`src/rtl/crse_pkg.sv`:
```
package crse_pkg;

   localparam int MAX_POINTS  = 16;
   localparam int PT_IDX_W    = $clog2(MAX_POINTS);
   localparam int CNT_W       = 5;
   localparam int CRD_W       = 24;
   localparam int T_FRAC_BITS = 16;
   localparam int SEG_W       = 4;
   localparam int T_W         = SEG_W + T_FRAC_BITS;
   localparam int TAPS        = 4;
   localparam int WGT_W       = 22;
   localparam int PROD_W      = WGT_W + CRD_W;
   localparam int SUM_W       = PROD_W + 3;
   localparam int SHR_W       = SUM_W - (T_FRAC_BITS + 1);

   localparam logic REQ_WRITE = 1'b0;
   localparam logic REQ_EVAL  = 1'b1;

   localparam logic CSR_LOOP_MODE   = 1'b0;
   localparam logic CSR_POINT_COUNT = 1'b1;

   typedef logic signed [CRD_W-1:0] crd_type;
   typedef logic signed [WGT_W-1:0] wgt_type;

   typedef struct packed {
      crd_type x;
      crd_type y;
   } point_type;

   typedef struct packed {
      logic                req_type;
      logic [PT_IDX_W-1:0] point_index;
      crd_type             point_x;
      crd_type             point_y;
      logic [T_W-1:0]      param_t;
   } req_payload_type;

   typedef struct packed {
      crd_type pos_x;
      crd_type pos_y;
      crd_type grad_x;
      crd_type grad_y;
      logic    status;
   } rsp_payload_type;

   typedef struct packed {
      logic valid;
      logic bad;
   } pipe_ctl_type;

endpackage

```
`src/rtl/crse_weights.sv`:
```
module crse_weights (
   input  logic                            clock,
   input  logic [crse_pkg::T_FRAC_BITS-1:0] frac,
   output crse_pkg::wgt_type               pos_wgt_ff [crse_pkg::TAPS],
   output crse_pkg::wgt_type               tan_wgt_ff [crse_pkg::TAPS]
);
   import crse_pkg::*;

   localparam int PW = 2 * T_FRAC_BITS + 1;
   localparam logic [PW-1:0] HALF = PW'(2 ** (T_FRAC_BITS - 1));
   localparam wgt_type UNIT_W = wgt_type'(2 ** T_FRAC_BITS);

   logic [T_FRAC_BITS-1:0] f_a_ff, tt_a_ff;
   logic [T_FRAC_BITS-1:0] f_b_ff, tt_b_ff, ttt_b_ff;
   logic [PW-1:0]          sq, cube;
   wgt_type                f_s, tt_s, ttt_s;
   wgt_type                pos_wgt_in [TAPS];
   wgt_type                tan_wgt_in [TAPS];

   // round half up
   always_comb begin
      sq   = PW'(frac) * PW'(frac) + HALF;
      cube = PW'(tt_a_ff) * PW'(f_a_ff) + HALF;
   end

   assign f_s   = wgt_type'($signed({1'b0, f_b_ff}));
   assign tt_s  = wgt_type'($signed({1'b0, tt_b_ff}));
   assign ttt_s = wgt_type'($signed({1'b0, ttt_b_ff}));

   always_comb begin
      pos_wgt_in[0] = -ttt_s + (tt_s <<< 1) - f_s;
      pos_wgt_in[1] = (ttt_s <<< 1) + ttt_s - (tt_s <<< 2) - tt_s + (UNIT_W <<< 1);
      pos_wgt_in[2] = -(ttt_s <<< 1) - ttt_s + (tt_s <<< 2) + f_s;
      pos_wgt_in[3] = ttt_s - tt_s;
      tan_wgt_in[0] = -(tt_s <<< 1) - tt_s + (f_s <<< 2) - UNIT_W;
      tan_wgt_in[1] = (tt_s <<< 3) + tt_s - (f_s <<< 3) - (f_s <<< 1);
      tan_wgt_in[2] = -(tt_s <<< 3) - tt_s + (f_s <<< 3) + UNIT_W;
      tan_wgt_in[3] = (tt_s <<< 1) + tt_s - (f_s <<< 1);
   end

   always_ff @(posedge clock) begin
      f_a_ff     <= frac;
      tt_a_ff    <= sq[2*T_FRAC_BITS-1:T_FRAC_BITS];
      f_b_ff     <= f_a_ff;
      tt_b_ff    <= tt_a_ff;
      ttt_b_ff   <= cube[2*T_FRAC_BITS-1:T_FRAC_BITS];
      pos_wgt_ff <= pos_wgt_in;
      tan_wgt_ff <= tan_wgt_in;
   end

endmodule

```
`config.mk`:
```
export PLATFORM = sky130hd
export DESIGN_NAME = crse_weights
export DESIGN_NICKNAME = d
export VERILOG_FILES = /design/src/rtl/crse_pkg.sv /design/src/rtl/crse_weights.sv
export SDC_FILE = /design/constraint.sdc
export NUM_CORES = 2
export LEC_CHECK = 0
export CAP_MARGIN = 20
export CORE_ASPECT_RATIO = 0.75
export CORE_MARGIN = 2
export CORE_UTILIZATION = 45
export DETAILED_ROUTE_END_ITERATION = 16
export DONT_BUFFER_PORTS = 1
export RECOVER_POWER = 50
export REMOVE_ABC_BUFFERS = 1
export SETUP_SLACK_MARGIN = 0.15
export SKIP_LAST_GASP = 1
export SYNTH_ARGS = -nofsm -noshare
export SYNTH_HDL_FRONTEND = slang
export SYNTH_SLANG_ARGS = --single-unit
```
`constraint.sdc`:
```
create_clock -name clock -period 5.85 [get_ports clock]
set_input_delay 0 -clock clock [delete_from_list [all_inputs] [get_ports clock]]
set_output_delay 0 -clock clock [all_outputs]
set_load 0.1 [all_outputs]
```
==> metrics <==
Compound-Gate Fraction of Synth Area 9.17%; clk_skew 0.0302 ns; mux contribution to synthesized area 0.102%; Sink Count ~240; row cnt a little over 80; crit path DAT between 6 and 7 ns; clk_lat worst skew around 0.61 ns; Final Critical Period roughly 5.7 ns; R2R Setup Slk about 0.19 ns; pin count of the biggest net entering global routing 23; instance count on the critical path 19; setup violators final 0; Post-synth top flop dfxtp_1; reg2reg path depth 19; worst slew pin tran 1.11 ns; status complete, no violations; register area slightly below 0.005 mm^2; worst r2r src tt_a_ff[4]; required time of the worst setup path between 6 and 7 ns; Distinct cells, synth 70; final worst-path cycle share 96.8%; Reg clk slew, reported paths ~0.070 ns; nets ~4,200; Die Ht between 200 and 250 um; routed vias/inst ~5.1; TNS Setup 0 ns; final hold vios 0; vias in the first global route around 22,000; CP top delay family adder cells; buffers added on ports 0; area delta synth->final 9.96%; clk buf depth 3; layout cell share with drive strength beyond 1 approximately 7.3%; Core ar. about 0.067 mm^2; slowest CP cell or4_4; GP Congestion approximately 0.9; CTS tree built; total vias in the final route about 21,000; H-tree levels 1; #FFs+latches synth between 200 and 250; worst path cell trace buf_4, buf_4, and2_4, fa_1, fa_1, fa_1, fa_2, fa_1, inv_1, fa_1, inv_1, ha_1, or4_4, o21ai_2, nor2_2, o21a_4, a211oi_2, o21bai_1, xor2_1; Mean Syn Cell Area ~9.5 um^2; total congestion overflow 0; synthesized instance count between 3,000 and 4,000; end of the critical path ttt_b_ff[10]; crit end category flip-flop; Post-Synth Adder-Cell Area roughly half; Critical Path Most Common Cell fa_1; hpwl dp between 60,000 and 70,000 um; Synth area leaders fa_1 (30%), ha_1 (19%), dfxtp_1 (16%); WP buf/inv 4; top-area cell type share of the netlist area just over 30%; CTS Buf Count 27; Max Cap Viol 0; CP max FO 6; Max Transition Viols Final 0; Yosys Warn Count 0; Initial Utilization about 46%; crit path from tt_a_ff[4]; area of the multi-input gates between 0.02 and 0.025 mm^2; ANT nets after route 0; CTS root buffer clkbuf_16; Worst R2R End ttt_b_ff[10]; Iteration-0 DRC Markers ~1,600; RSZ-0062 raised after global routing true; FMAX about 0.18 GHz; top cell type by total area after synthesis fa_1; Synth Area in Simple Gates between 10% and 20%; Mapped Area between 0.03 and 0.04 mm^2; sequential cell area fraction in the yosys report roughly 16%; Hold Crit Class in2reg; diode count 0; CP Class reg2reg; # DRC 0; Synth async-reset ratio 0%; XOR/XNOR Fraction of Synth Area between 5 and 6%; die area about 0.07 mm^2; fillers 6,187; Die X approximately 300 um; Commonest cells post-synth inv_1 (662), fa_1 (461), ha_1 (452), nand2_1 (256), dfxtp_1 (243); fin util approximately half; drt total wl between 70,000 and 80,000 um; first-pass GRT wire length between 100,000 and 150,000 um; main combinational cell family by area after synthesis adder cells; relative slew slack 26.5%; GRT Total Usage a little under a quarter; number of synthesized flops with an enable pin 0; initial antenna violation count 11; # IOs 193; Startpoint Class flip-flop; CP max stage delay slightly below 0.6 ns; post-route cell area around 0.034 mm^2; wire per inst approximately 18 um; Post-DP Area roughly 0.032 mm^2; cell with the most instances after synthesis inv_1; TritonRoute pass-1 iters 5
-- layer usage --
| layer | global-route usage [%] | vias to the layer above | part of all wire, % |
|---|---|---|---|
| met1 | 36.2 | 10400 | 52 |
| met5 | 0 | - | 0 |
| li1 | - | 10300 | - |
| met3 | 3.75 | 50 | 6.5 |
| met4 | 2.82 | 0 | 1.1 |
| met2 | 32.1 | 532 | 40 |
-- sequential cells by signal (all words and copies together) (netlist names) --
name	count
tan_wgt_ff	82
pos_wgt_ff	81
f_a_ff	16
f_b_ff	16
tt_a_ff	16
tt_b_ff	16
ttt_b_ff	16
-- metrics by stage --
stage	std cells	setup slack [ns]	hold WS (ns)
after global placement	4116	0.0158	0.0310
final	4193	0.187	0.0351
after detailed placement	4116	-0.0547	0.0310
after CTS	4182	0.123	0.00144
after global routing	4193	-0.00459	0.00171
after floorplan	3148	0.401	0.0277
-- area by class of cell --
type | instances | area share [%]
inverters | 662 | 7.40
flip-flops and latches | 243 | 14.7
clock inverters | 17 | 0.592
repair buffers | 113 | 3.13
well taps | 882 | 3.29
multi-input cells | 2243 | 68.7
clock buffers | 33 | 2.20
-- kinds of logic (layout without fill, tap and decap cells) --
kind of cell,count (synthesis),count (layout)
xor+xnor,186,186
flops,243,243
mux,3,3
compound gates,419,419
simple gates,722,722
fa+ha+maj,913,913
buf+inv,727,825
-- cells in the final DEF, fill, tap and decap left out, types with 7 or more instances in the layout --
| cell type | instances |
|---|---|
| nor2b_1 | 17 |
| dfxtp_2 | 13 |
| and3_1 | 9 |
| nand3_1 | 28 |
| o21ai_0 | 41 |
| a31oi_1 | 14 |
| nand2b_1 | 29 |
| dfxtp_1 | 218 |
| buf_12 | 10 |
| a21oi_1 | 120 |
| or2_2 | 8 |
| clkbuf_16 | 27 |
| xnor2_1 | 120 |
| dfxtp_4 | 12 |
| fa_1 | 455 |
| inv_1 | 657 |
| a31o_2 | 7 |
| o21a_1 | 33 |
| a211oi_1 | 13 |
| o21bai_1 | 21 |
| a21o_1 | 52 |
| xor2_1 | 63 |
| nor2_1 | 103 |
| dlygate4sd3_1 | 17 |
| buf_4 | 77 |
| a21boi_1 | 10 |
| nand2_1 | 256 |
| nor3_1 | 41 |
| o21ai_1 | 25 |
| and2_1 | 179 |
| ha_1 | 449 |
| or3_1 | 13 |
| nand4_1 | 11 |
-- how the worst min path moves through the flow --
| stage | cells past startpoint | start | end | slack [ns] |
|---|---|---|---|---|
| global route | 1 | frac[0] | f_a_ff[0] | 0.002 |
| global placement | 0 | frac[3] | f_a_ff[3] | 0.03 |
| CTS | 1 | frac[1] | f_a_ff[1] | 0.001 |
| floorplan | 0 | frac[0] | f_a_ff[0] | 0.03 |
| detailed placement | 0 | frac[3] | f_a_ff[3] | 0.03 |
| finish | 1 | frac[12] | f_a_ff[12] | 0.04 |
-- repair_timing --
item                                    4_1_cts  5_1_grt
hold buffers                                 16        1
hold endpoints to repair                     17        1
setup buffers                                 0       10
endpoints found under the setup margin       12       15
gates resized for setup                      14       82
cloned                                        0        0
pin swaps                                     1       37
Power is not shown: default switching activity piles up to over one toggle a cycle in this logic, so the estimate is an artifact.
